--- config.mk ---
export PLATFORM = sky130hd
export DESIGN_NAME = base64_strict_decoder
export DESIGN_NICKNAME = d
export VERILOG_FILES = /design/src/sv/b64d_pkg.sv /design/src/sv/base64_strict_decoder.sv /design/src/sv/b64d_core.sv
export SDC_FILE = /design/constraint.sdc
export NUM_CORES = 1
export LEC_CHECK = 0
export ABC_CLOCK_PERIOD_IN_PS = 7780
export BUFFER_PORTS_ARGS = -buffer_cell sky130_fd_sc_hd__buf_4
export CORE_MARGIN = 2
export CORE_UTILIZATION = 49
export DETAILED_ROUTE_END_ITERATION = 16
export PLACE_DENSITY = 0.79
export SLEW_MARGIN = 10
export SYNTH_ARGS = -nofsm -noshare
export SYNTH_HDL_FRONTEND = slang
export SYNTH_SLANG_ARGS = --single-unit
--- constraint.sdc ---
create_clock -name clk -period 7.78 [get_ports clk]
set_input_delay 1.556 -clock clk [delete_from_list [all_inputs] [get_ports clk]]
set_output_delay 1.556 -clock clk [all_outputs]
set_load 0.005 [all_outputs]
--- src/sv/b64d_pkg.sv ---
// ----------------------------------------------------------------------------
// b64d_pkg
// Shared types, constants and the alphabet lookup for the Base64 decoder.
// ----------------------------------------------------------------------------
package b64d_pkg;

  // End status codes
  localparam logic [2:0] ERR_OK       = 3'd0;
  localparam logic [2:0] ERR_BAD_CHAR = 3'd1;
  localparam logic [2:0] ERR_PADDING  = 3'd2;
  localparam logic [2:0] ERR_LEN_ONE  = 3'd3;
  localparam logic [2:0] ERR_TRAILING = 3'd4;

  // Special characters
  localparam logic [7:0] CHAR_PAD   = 8'h3d; // '='
  localparam logic [7:0] CHAR_PLUS  = 8'h2b; // '+'
  localparam logic [7:0] CHAR_SLASH = 8'h2f; // '/'
  localparam logic [7:0] CHAR_MINUS = 8'h2d; // '-'
  localparam logic [7:0] CHAR_UNDER = 8'h5f; // '_'

  localparam logic [5:0] SYM_62 = 6'd62;
  localparam logic [5:0] SYM_63 = 6'd63;

  // One result beat as it leaves the decode logic
  typedef struct packed {
    logic       emit;
    logic [7:0] data_byte;
    logic       byte_valid;
    logic       message_end;
    logic [2:0] error_code;
  } b64d_result_t;

  // Symbol lookup: bit 6 set means the character is not in the alphabet
  function automatic logic [6:0] symbol_lookup(input logic [7:0] c, input logic url);
    logic [7:0] d;
    d = 8'd0;
    if (c >= 8'h41 && c <= 8'h5a) begin
      d = c - 8'h41;
      symbol_lookup = {1'b0, d[5:0]};
    end else if (c >= 8'h61 && c <= 8'h7a) begin
      d = c - 8'h61 + 8'd26;
      symbol_lookup = {1'b0, d[5:0]};
    end else if (c >= 8'h30 && c <= 8'h39) begin
      d = c - 8'h30 + 8'd52;
      symbol_lookup = {1'b0, d[5:0]};
    end else if (url && c == CHAR_MINUS) begin
      symbol_lookup = {1'b0, SYM_62};
    end else if (url && c == CHAR_UNDER) begin
      symbol_lookup = {1'b0, SYM_63};
    end else if (!url && c == CHAR_PLUS) begin
      symbol_lookup = {1'b0, SYM_62};
    end else if (!url && c == CHAR_SLASH) begin
      symbol_lookup = {1'b0, SYM_63};
    end else begin
      symbol_lookup = 7'h40;
    end
  endfunction

endpackage

--- src/sv/base64_strict_decoder.sv ---
// ----------------------------------------------------------------------------
// base64_strict_decoder
// Strict Base64 decoder, one character per beat, standard or URL alphabet.
// ----------------------------------------------------------------------------
// Usage:
//   Input channel (in_valid/in_ready): one character per beat, last_char
//   marks the final character of a message. Output channel
//   (out_valid/out_ready): a beat whenever a byte completes, and always on
//   the final character, carrying message_end and error_code.
//   cfg_write/cfg_data set url_alphabet; write it only between messages.
//   A result is registered when its character is accepted. Throughput:
//   one character per cycle while in_ready is high, set by the decode
//   step that runs between the message state and the output register.
//   Reset clears the message state, selects the standard alphabet and
//   empties the output. When the receiver stalls, a second result is held
//   in a skid register; in_ready drops only while that register is full.
//   A message with a nonzero error_code is to be discarded by the receiver.
// ----------------------------------------------------------------------------
module base64_strict_decoder
  import b64d_pkg::*;
(
  input  logic       clk,
  input  logic       rst,
  input  logic       cfg_write,
  input  logic       cfg_data,
  input  logic       in_valid,
  output logic       in_ready,
  input  logic [7:0] character,
  input  logic       last_char,
  output logic       out_valid,
  input  logic       out_ready,
  output logic [7:0] data_byte,
  output logic       byte_valid,
  output logic       message_end,
  output logic [2:0] error_code
);

  logic         url_alphabet;
  logic         beat;
  logic         push;
  logic         out_free;
  logic         skid_valid;
  b64d_result_t step_res;
  b64d_result_t out_reg;
  b64d_result_t skid_reg;

  assign in_ready = !skid_valid;
  assign beat     = in_valid && in_ready;
  assign push     = beat && step_res.emit;
  assign out_free = !out_valid || out_ready;

  b64d_core u_core (
    .clk       (clk),
    .rst       (rst),
    .beat      (beat),
    .character (character),
    .last_char (last_char),
    .url       (url_alphabet),
    .result    (step_res)
  );

  // Config and output control
  always_ff @(posedge clk) begin
    if (rst) begin
      url_alphabet <= 1'b0;
      out_valid    <= 1'b0;
      skid_valid   <= 1'b0;
    end else begin
      if (cfg_write) url_alphabet <= cfg_data;
      if (out_free) begin
        out_valid  <= skid_valid || push;
        skid_valid <= 1'b0;
      end else if (push) begin
        skid_valid <= 1'b1;
      end
    end
  end

  // Output and skid payload
  always_ff @(posedge clk) begin
    if (out_free) begin
      if (skid_valid) out_reg <= skid_reg;
      else if (push)  out_reg <= step_res;
    end else if (push) begin
      skid_reg <= step_res;
    end
  end

  assign data_byte   = out_reg.data_byte;
  assign byte_valid  = out_reg.byte_valid;
  assign message_end = out_reg.message_end;
  assign error_code  = out_reg.error_code;

`ifndef SYNTH
  a_err_only_at_end: assert property (@(posedge clk) disable iff (rst)
    out_valid && error_code != ERR_OK |-> message_end)
    else $error("error status without message end");

  a_skid_behind_out: assert property (@(posedge clk) disable iff (rst)
    skid_valid |-> out_valid)
    else $error("skid holds a beat while output is empty");

  a_no_byte_zero: assert property (@(posedge clk) disable iff (rst)
    out_valid && !byte_valid |-> data_byte == 8'd0)
    else $error("data byte nonzero without byte_valid");

  a_beat_shows: assert property (@(posedge clk) disable iff (rst)
    push |=> out_valid)
    else $error("result beat lost");
`endif

endmodule

--- src/sv/b64d_core.sv ---
// ----------------------------------------------------------------------------
// b64d_core
// Per-message decode state and the single-pass step logic for one character.
// ----------------------------------------------------------------------------
module b64d_core
  import b64d_pkg::*;
(
  input  logic         clk,
  input  logic         rst,
  input  logic         beat,
  input  logic [7:0]   character,
  input  logic         last_char,
  input  logic         url,
  output b64d_result_t result
);

  logic [5:0] leftover_bits,     leftover_bits_next;
  logic [2:0] leftover_count,    leftover_count_next;
  logic [5:0] last_symbol,       last_symbol_next;
  logic [1:0] symbol_count_mod4, symbol_count_next;
  logic [1:0] pad_count,         pad_count_next;
  logic       bad_char_seen,     bad_next;

  logic [6:0]  lookup;
  logic [11:0] acc;
  logic        is_pad;
  logic        have_byte;
  logic [7:0]  byte_val;
  logic [1:0]  len_pad;
  logic [2:0]  err;

  // Step logic for the current character
  always_comb begin
    lookup              = symbol_lookup(character, url);
    acc                 = {leftover_bits, lookup[5:0]};
    is_pad              = !url && (character == CHAR_PAD);
    leftover_bits_next  = leftover_bits;
    leftover_count_next = leftover_count;
    last_symbol_next    = last_symbol;
    symbol_count_next   = symbol_count_mod4;
    pad_count_next      = pad_count;
    bad_next            = bad_char_seen;
    have_byte           = 1'b0;
    byte_val            = 8'd0;

    if (is_pad) begin
      // saturating run of '='
      if (pad_count != 2'd3) pad_count_next = pad_count + 2'd1;
    end else begin
      // a '=' run followed by a symbol is misplaced padding
      if (pad_count != 2'd0) bad_next = 1'b1;
      symbol_count_next = symbol_count_mod4 + pad_count + 2'd1;
      pad_count_next    = 2'd0;
      if (lookup[6]) begin
        bad_next = 1'b1;
      end else begin
        last_symbol_next = lookup[5:0];
        unique case (leftover_count)
          3'd2: begin
            have_byte           = 1'b1;
            byte_val            = acc[7:0];
            leftover_bits_next  = 6'd0;
            leftover_count_next = 3'd0;
          end
          3'd4: begin
            have_byte           = 1'b1;
            byte_val            = acc[9:2];
            leftover_bits_next  = {4'd0, acc[1:0]};
            leftover_count_next = 3'd2;
          end
          3'd6: begin
            have_byte           = 1'b1;
            byte_val            = acc[11:4];
            leftover_bits_next  = {2'd0, acc[3:0]};
            leftover_count_next = 3'd4;
          end
          default: begin
            leftover_bits_next  = lookup[5:0];
            leftover_count_next = 3'd6;
          end
        endcase
      end
    end

    // no bytes once the message is known bad
    if (bad_next) begin
      have_byte = 1'b0;
      byte_val  = 8'd0;
    end

    // end status, checked in priority order
    len_pad = symbol_count_next + pad_count_next;
    if (pad_count_next == 2'd3)                         err = ERR_PADDING;
    else if (symbol_count_next == 2'd1)                 err = ERR_LEN_ONE;
    else if (pad_count_next != 2'd0 && len_pad != 2'd0) err = ERR_PADDING;
    else if (bad_next)                                  err = ERR_BAD_CHAR;
    else if ((symbol_count_next == 2'd2 && last_symbol_next[3:0] != 4'd0) ||
             (symbol_count_next == 2'd3 && last_symbol_next[1:0] != 2'd0))
      err = ERR_TRAILING;
    else                                                err = ERR_OK;

    result.emit        = have_byte || last_char;
    result.data_byte   = byte_val;
    result.byte_valid  = have_byte;
    result.message_end = last_char;
    result.error_code  = last_char ? err : ERR_OK;
  end

  // Message state; cleared after the final character
  always_ff @(posedge clk) begin
    if (rst || (beat && last_char)) begin
      leftover_bits     <= 6'd0;
      leftover_count    <= 3'd0;
      last_symbol       <= 6'd0;
      symbol_count_mod4 <= 2'd0;
      pad_count         <= 2'd0;
      bad_char_seen     <= 1'b0;
    end else if (beat) begin
      leftover_bits     <= leftover_bits_next;
      leftover_count    <= leftover_count_next;
      last_symbol       <= last_symbol_next;
      symbol_count_mod4 <= symbol_count_next;
      pad_count         <= pad_count_next;
      bad_char_seen     <= bad_next;
    end
  end

endmodule
==> reports/qor.txt, run 1 <==
=================================================================================
Result of the run                                                    complete, no violations
Count of antenna-violating nets left after detailed routing                     0
Critical path data required time                                          7.69 ns
TritonCTS buffer count                                                          5
Die X-Extent                                                              80.7 um
TNS Setup                                                                    0 ns
Total of endpoints with negative setup slack in the final report                0
Initial cell density of the core                                            51.4%
Ports                                                                          30
Min Hold Slack                                                           0.461 ns
Number of register bits inferred by synthesis                                  46
Area share of the leading cell type in the synthesized netlist              27.1%
Tightest Hold Check Type                                             flop to flop
Post-synthesis average cell area                                         9.61 um2
Largest stage delay, worst path                                           0.93 ns
H-tree level count                                                              2
Number of instances resized during post-cts repair                              0
Syn_nets                                                                      330
Largest delay contributor family on the critical path                compound AO/OA/AOI/OAI gates
Placer Congestion                                                           0.922
Buffers on Ports                                                               29
Flip-flop count of the largest register after layout                           13
Fillers                                                                       534
Max-cap check violation count                                                   0
Count of final hold-check violations                                            0
Max IR drop VDD                                                         0.0911 mV
Number of inserted diodes                                                       0
Number of iterations in the first detailed-routing pass                         4
CP cell instances                                                    buf_4, inv_1, ha_1, nor2b_1, o21ai_0, and2_0, o311ai_2, buf_4, nand2b_1, a21oi_1, a21oi_1
Normalized max-slew margin                                                  23.1%
Vias per cell                                                                5.98
Critical Path Fanout Max                                                       13
CTS clk-pin slew, worst paths                                             0.09 ns
Worst Clk Skew                                                         0.00442 ns
Area Overhead vs Synth                                                      11.9%
Standard-cell row count                                                        27
Buffer and inverter count on the worst path                                     3
TritonCTS clock tree                                                        built
Number of pins with negative max-slew slack in the final report                 0
Period utilisation layout                                                   57.9%
Placed wire-length estimate after detailed placement                      4660 um
Pin count of the biggest net entering global routing                           26
Top_reg_cell synth                                                   sky130_fd_sc_hd__edfxtp_1
Worst setup EP type                                                          flop
Number of sinks on the clock net                                               46
Die Y-Extent                                                              80.7 um
Worst setup path category                                            input pin to flop
Leading cell types by total area after synthesis                     sky130_fd_sc_hd__edfxtp_1 (27%), sky130_fd_sc_hd__dfxtp_1 (14%), sky130_fd_sc_hd__ha_1 (6.5%), sky130_fd_sc_hd__nand2_1 (4.7%), sky130_fd_sc_hd__a21oi_1 (4.3%)
Total global routing track utilization                                      19.9%
Core box area                                                            5610 um2
Yosys warning total                                                             0
Critical path launch point type                                         input pin
Drt initial violations                                                        150
Remaining Overflow, GRT                                                         0
Initial antenna violation count                                                 0
Master of the slowest instance on the critical path                  sky130_fd_sc_hd__a21oi_1
Total die area                                                           6510 um2
CTS Hold Bufs                                                                   0
Distinct cell type count of the synthesized netlist                            64
Cells after synthesis                                                         300
Post-detailed-route DRC marker count                                            0
Min cycle time layout                                                     4.50 ns
RSZ-0062 raised after global routing                                           no
Number of flops mapped to enable cells by yosys                                26
Leakage                                                                   1.18 nW
Overall Power                                                            0.491 mW
Root buffer selected by CTS                                          sky130_fd_sc_hd__clkbuf_8
Vias                                                                        2,361
Fraction of synthesis flops using an asynchronous set or reset pin             0%
Least-Margin Pin Slew                                                     1.15 ns
Via count of the first global-routing pass                                  2,231
Clock network latency to the later pin of the worst-skew pair             0.29 ns
Netlist Area Pre-Place                                                   2880 um2
Layout cell share with drive strength beyond 1                              16.7%
Routed WL                                                                 6120 um
Total power density per cell area                                      152 nW/um2
Average routed wire per standard cell                                     15.5 um
# nets final                                                                  352
Cell type with the highest aggregate area in the netlist             sky130_fd_sc_hd__edfxtp_1
Post-CTS Repair Setup Buffers                                                   0
Max Buffers Root-to-Sink                                                        2
Fmax                                                                      222 MHz
Global-route wire length before repair                                  10,300 um
Arrival @ worst endpoint                                                  4.41 ns
Sequential element share of the synthesized area                            41.0%
=================================================================================
[cells in the mapped netlist (2+ instances only)]
master / instances
sky130_fd_sc_hd__a211oi_1: 4
sky130_fd_sc_hd__a21o_1: 6
sky130_fd_sc_hd__a21oi_1: 25
sky130_fd_sc_hd__a221o_1: 3
sky130_fd_sc_hd__a222oi_1: 5
sky130_fd_sc_hd__a22o_1: 5
sky130_fd_sc_hd__a2bb2oi_1: 2
sky130_fd_sc_hd__a311oi_2: 2
sky130_fd_sc_hd__a31oi_1: 2
sky130_fd_sc_hd__and2_1: 6
sky130_fd_sc_hd__buf_2: 2
sky130_fd_sc_hd__buf_6: 2
sky130_fd_sc_hd__clkbuf_1: 10
sky130_fd_sc_hd__dfxtp_1: 20
sky130_fd_sc_hd__edfxtp_1: 26
sky130_fd_sc_hd__ha_1: 15
sky130_fd_sc_hd__inv_1: 17
sky130_fd_sc_hd__mux2_2: 2
sky130_fd_sc_hd__mux2i_1: 3
sky130_fd_sc_hd__nand2_1: 36
sky130_fd_sc_hd__nand2b_1: 4
sky130_fd_sc_hd__nand3_1: 5
sky130_fd_sc_hd__nand3b_1: 3
sky130_fd_sc_hd__nor2_1: 16
sky130_fd_sc_hd__nor2b_1: 4
sky130_fd_sc_hd__nor3_1: 11
sky130_fd_sc_hd__o211ai_1: 3
sky130_fd_sc_hd__o21a_1: 4
sky130_fd_sc_hd__o21ai_0: 6
sky130_fd_sc_hd__o22ai_1: 2
sky130_fd_sc_hd__o31ai_1: 8
sky130_fd_sc_hd__o31ai_2: 3
sky130_fd_sc_hd__or3_1: 2
sky130_fd_sc_hd__xnor2_1: 5
sky130_fd_sc_hd__xor2_1: 2
[metal layers]
layer / share of wire, % / routed length (um) / track usage, % / vias to the layer above
met5: 0 / 0 / 0 / -
met4: 1.1 / 68 / 5.93 / 0
met3: 3.6 / 219 / 2.58 / 6
met2: 50 / 3090 / 35.5 / 68
met1: 45 / 2750 / 25.1 / 1126
li1: - / - / - / 1161
[report_power, final]
part           switching [mW]  total (mW)  internal, mW
sequential            0.00382       0.267         0.263
clock                  0.0822       0.145        0.0632
combinational          0.0461      0.0785        0.0324
[final timing paths]
kind / from / to / slack, ns / depth (start not counted)
max: character[2] / data_byte[2] / 3.28 / 11
min: u_core.leftover_bits[5] / u_core.leftover_bits[5] / 0.46 / 2
max reg2reg: url_alphabet / data_byte[2] / 4.78 / 8
min reg2reg: u_core.leftover_bits[5] / u_core.leftover_bits[5] / 0.46 / 2
[worst min-delay path: stages (launching register included)]
cell	delay (ns)
sky130_fd_sc_hd__dfxtp_1	0.32
sky130_fd_sc_hd__nand2_1	0.05
sky130_fd_sc_hd__a21oi_1	0.05
[final cells by class]
type | count | area (um2) | area share, %
well taps | 72 | 90.1 | 2.79
flip-flops and latches | 46 | 1180 | 36.6
inverters | 17 | 63.8 | 1.98
clock buffers | 5 | 68.8 | 2.13
multi-input cells | 221 | 1570 | 48.6
repair buffers | 31 | 233 | 7.21
clock inverters | 3 | 21.3 | 0.659
[metrics by stage]
step | instance area, um2 | std cells | util, % | setup slack, ns
after floorplan | 2880 | 300 | - | 3.36
after global placement | 3140 | 387 | 55.9 | 3.11
after detailed placement | 3140 | 387 | 55.9 | 2.97
after CTS | 3230 | 395 | 57.5 | 3.27
after global routing | 3230 | 395 | 57.5 | 3.01
final | 3230 | 395 | 57.5 | 3.28
[placed cells by master (no fill, tap or decap), drive strengths merged, types with 2 or more instances in the layout]
cell type  instances
nand2             36
buf               31
edfxtp            26
a21oi             25
dfxtp             20
inv               17
nor2              16
ha                15
nor3              11
o31ai             11
o21ai              7
and2               7
a21o               6
xnor2              5
nand3              5
a222oi             5
a22o               5
clkbuf             5
o21a               4
nand2b             4
nor2b              4
a211oi             4
nand3b             3
o211ai             3
mux2i              3
a221o              3
a311oi             3
o22ai              2
a2bb2oi            2
xor2               2
or3                2
a31oi              2
mux2               2
or2                2
a2111oi            2
or3b               2
a221oi             2
clkinv             2
[logic make-up (layout without fill, tap and decap cells)]
group	after synthesis	count (layout)	synth area share, %
buffers and inverters	33	56	5.04
XOR/XNOR	8	8	2.95
AO/OA/AOI/OAI	95	95	25.6
AND/OR/NAND/NOR	98	98	17.1
flip-flops	46	46	41.0
adder cells (fa/ha/maj)	15	15	6.51
multiplexers	5	5	1.82
No activity file was read; power rests on OpenSTA's default activity.
==> run 2: changes to the inputs <==
ABC_AREA = 1   (was unset)
ABC_CLOCK_PERIOD_IN_PS = 3850   (was 7780)
PLACE_DENSITY = 0.82   (was 0.79)
clock period = 3.85 ns   (was 7.78 ns; I/O delays follow)
==> reports/qor.txt, run 2 <==
=================================================================================
Result of the run                                                    complete, no violations
Levels on crit path                                                            18
RSZ-0062 raised after global routing                                           no
CTS Hold Bufs                                                                   0
Global-route wire length before repair                                  11,600 um
Placer Congestion                                                           0.970
Cells after synthesis                                                         424
Standard-cell row count                                                        29
Total power density per cell area                                      326 nW/um2
Cell area after placement                                                3440 um2
Initial antenna violation count                                                 0
Netlist Area Pre-Place                                                   3150 um2
Final cell area excluding filler cells                                   3550 um2
Reg2reg start                                                        url_alphabet
Drt initial violations                                                        171
FF-to-FF End                                                         data_byte[0]
Worst Clk Skew                                                         0.00721 ns
Yosys warning total                                                             0
Critical Path Sink                                                   data_byte[5]
# placed instances                                                            526
Leading cell types by total area after synthesis                     sky130_fd_sc_hd__edfxtp_1 (25%), sky130_fd_sc_hd__nand2_1 (15%), sky130_fd_sc_hd__dfxtp_1 (13%), sky130_fd_sc_hd__ha_1 (6.0%), sky130_fd_sc_hd__inv_1 (6.0%)
Remaining Overflow, GRT                                                         0
Normalized max-slew margin                                                  67.0%
Pin count of the biggest net entering global routing                           18
Sequential element share of the synthesized area                            37.4%
Tightest Hold Check Type                                             flop to flop
Core box area                                                            6280 um2
Worst setup path category                                            input pin to flop
Commonest non-fill, non-tap cell in the layout                       sky130_fd_sc_hd__nand2_1
Fillers                                                                       582
CP cell instances                                                    buf_4, inv_1, ha_1, inv_1, nand2_1, nand2_1, nor2_1, nor2_2, nand2_2, nand2_2, inv_2, nand2_4, nand2_4, nor2_8, nand3_2, nand3_1, nand2_1, inv_1
Ports                                                                          30
Buffer and inverter count on the worst path                                     5
Distinct cell type count of the synthesized netlist                            39
Cell type with the highest aggregate area in the netlist             sky130_fd_sc_hd__edfxtp_1
Top-count cell post-synth                                            sky130_fd_sc_hd__nand2_1
Min Hold Slack                                                           0.481 ns
# nets final                                                                  486
Flip-flop count of the largest register after layout                           13
Critical Path Fanout Max                                                       17
Fmax                                                                      328 MHz
TritonCTS clock tree                                                        built
Number of register bits inferred by synthesis                                  46
Number of sinks on the clock net                                               46
Clock network latency to the later pin of the worst-skew pair             0.30 ns
Total of endpoints with negative setup slack in the final report                0
Via count of the first global-routing pass                                  2,626
Number of flops mapped to enable cells by yosys                                26
Vias                                                                        2,741
Top_reg_cell synth                                                   sky130_fd_sc_hd__edfxtp_1
Fin cells                                                                     534
Master of the slowest instance on the critical path                  sky130_fd_sc_hd__inv_1
CTS clk-pin slew, worst paths                                             0.09 ns
Worst Reg2Reg Path Length in Cells                                             12
Largest stage delay, worst path                                           0.37 ns
Least-Margin Pin Slew                                                    0.495 ns
Reg2Reg Setup Slack                                                       1.57 ns
Worst setup EP type                                                          flop
Met2 wire length                                                          3290 um
Number of pins with negative max-slew slack in the final report                 0
Count of antenna-violating nets left after detailed routing                     0
Post-synthesis average cell area                                         7.44 um2
Final core utilization                                                      56.6%
Worst setup slack after layout                                           0.801 ns
Area share of the leading cell type in the synthesized netlist              24.8%
Max-cap check violation count                                                   0
Most frequent cells in the layout                                    sky130_fd_sc_hd__nand2_1 (122), sky130_fd_sc_hd__inv_1 (50), sky130_fd_sc_hd__nand3_1 (34), sky130_fd_sc_hd__buf_4 (32), sky130_fd_sc_hd__nor2_1 (29)
Pre-CTS setup slack                                                      0.452 ns
Max IR drop VDD                                                          0.244 mV
Die X-Extent                                                              84.2 um
Buffers on Ports                                                               29
Post-CTS Repair Setup Buffers                                                   0
Max Buffers Root-to-Sink                                                        2
DR top layer                                                                 met4
Overall Power                                                             1.16 mW
Average routed wire per standard cell                                     12.7 um
Total global routing track utilization                                      20.1%
Die Y-Extent                                                              84.2 um
Arrival @ worst endpoint                                                  3.00 ns
Root buffer selected by CTS                                          sky130_fd_sc_hd__clkbuf_8
Critical path launch point type                                         input pin
Leakage                                                                   1.67 nW
H-tree level count                                                              2
Number of inserted diodes                                                       0
Fraction of synthesis flops using an asynchronous set or reset pin             0%
TNS Setup                                                                    0 ns
Layout cell share with drive strength beyond 1                              19.0%
Number of instances resized during post-cts repair                              0
Area Overhead vs Synth                                                      12.6%
Min cycle time layout                                                     3.05 ns
Period utilisation layout                                                   79.2%
Beginning of the critical path                                       character[0]
Most numerous cell types in the synthesized netlist                  sky130_fd_sc_hd__nand2_1 (122), sky130_fd_sc_hd__inv_1 (50), sky130_fd_sc_hd__nand3_1 (34)
Placed wire-length estimate after detailed placement                      5260 um
Vias per cell                                                                5.13
Count of final hold-check violations                                            0
Routed wl met3                                                             294 um
Syn_nets                                                                      454
Critical path data required time                                          3.80 ns
Routed WL                                                                 6780 um
Routed met1 length                                                        2940 um
Initial cell density of the core                                            50.2%
TritonCTS buffer count                                                          5
Largest delay contributor family on the critical path                simple AND/OR/NAND/NOR gates
Total die area                                                           7090 um2
Number of iterations in the first detailed-routing pass                         4
Post-detailed-route DRC marker count                                            0
=================================================================================
run 2: cell count changes in the layout (fill, tap and decap cells not counted), sizes merged, moves of 6 or more:
cell / change
nor3: -11
nor2: +19
nand3: +33
xor2: +6
inv: +44
and2: -6
o21ai: +16
nand2: +103
o31ai: -11
run 2: logic make-up after synthesis:
group / synth area share, %
fa+ha+maj: 5.95
buf+inv: 9.12
flops: 37.4
compound gates: 11.5
xor+xnor: 2.78
simple gates: 33.2
run 2: worst min-delay path by stage:
stage                                 start                       to  slack [ns]  depth (start not counted)
finish                u_core.last_symbol[0]    u_core.last_symbol[0]        0.48                          1
global route        u_core.leftover_bits[5]  u_core.leftover_bits[5]        0.49                          2
CTS                 u_core.leftover_bits[5]  u_core.leftover_bits[5]        0.48                          2
detailed placement  u_core.leftover_bits[5]  u_core.leftover_bits[5]        0.47                          2
global placement      u_core.last_symbol[0]    u_core.last_symbol[0]        0.46                          1
floorplan             u_core.last_symbol[0]    u_core.last_symbol[0]        0.44                          1
run 2: cell type report:
cell class                      instances  area, um2  share of cell area [%]
Tap cell                               77       96.3                    2.71
Clock inverter                          3       43.8                    1.23
Timing Repair Buffer                   32        240                    6.76
Multi-Input combinational cell        309       1690                    47.4
Inverter                               62        236                    6.66
Clock buffer                            5       68.8                    1.94
Sequential cell                        46       1180                    33.3
run 2: routing by layer:
metal  vias to the layer above  GRT usage, %
met5                         -             0
met4                         0          9.82
met3                        19          3.05
met2                        77          34.0
met1                      1216          24.9
li1                       1429             -
run 2: worst reg2reg max path: cells and delay by family (launching register included):
| family | cells | cell delay, ns |
|---|---|---|
| flip-flops | 1 | 0.34 |
| AO/OA/AOI/OAI | 1 | 0.20 |
| AND/OR/NAND/NOR | 9 | 0.92 |
| buffers and inverters | 2 | 0.46 |
run 2: report_power, final:
part           internal, mW  total, mW  switching [mW]
logic                0.0856      0.243           0.157
clock network         0.195      0.367           0.172
registers             0.539      0.550          0.0104
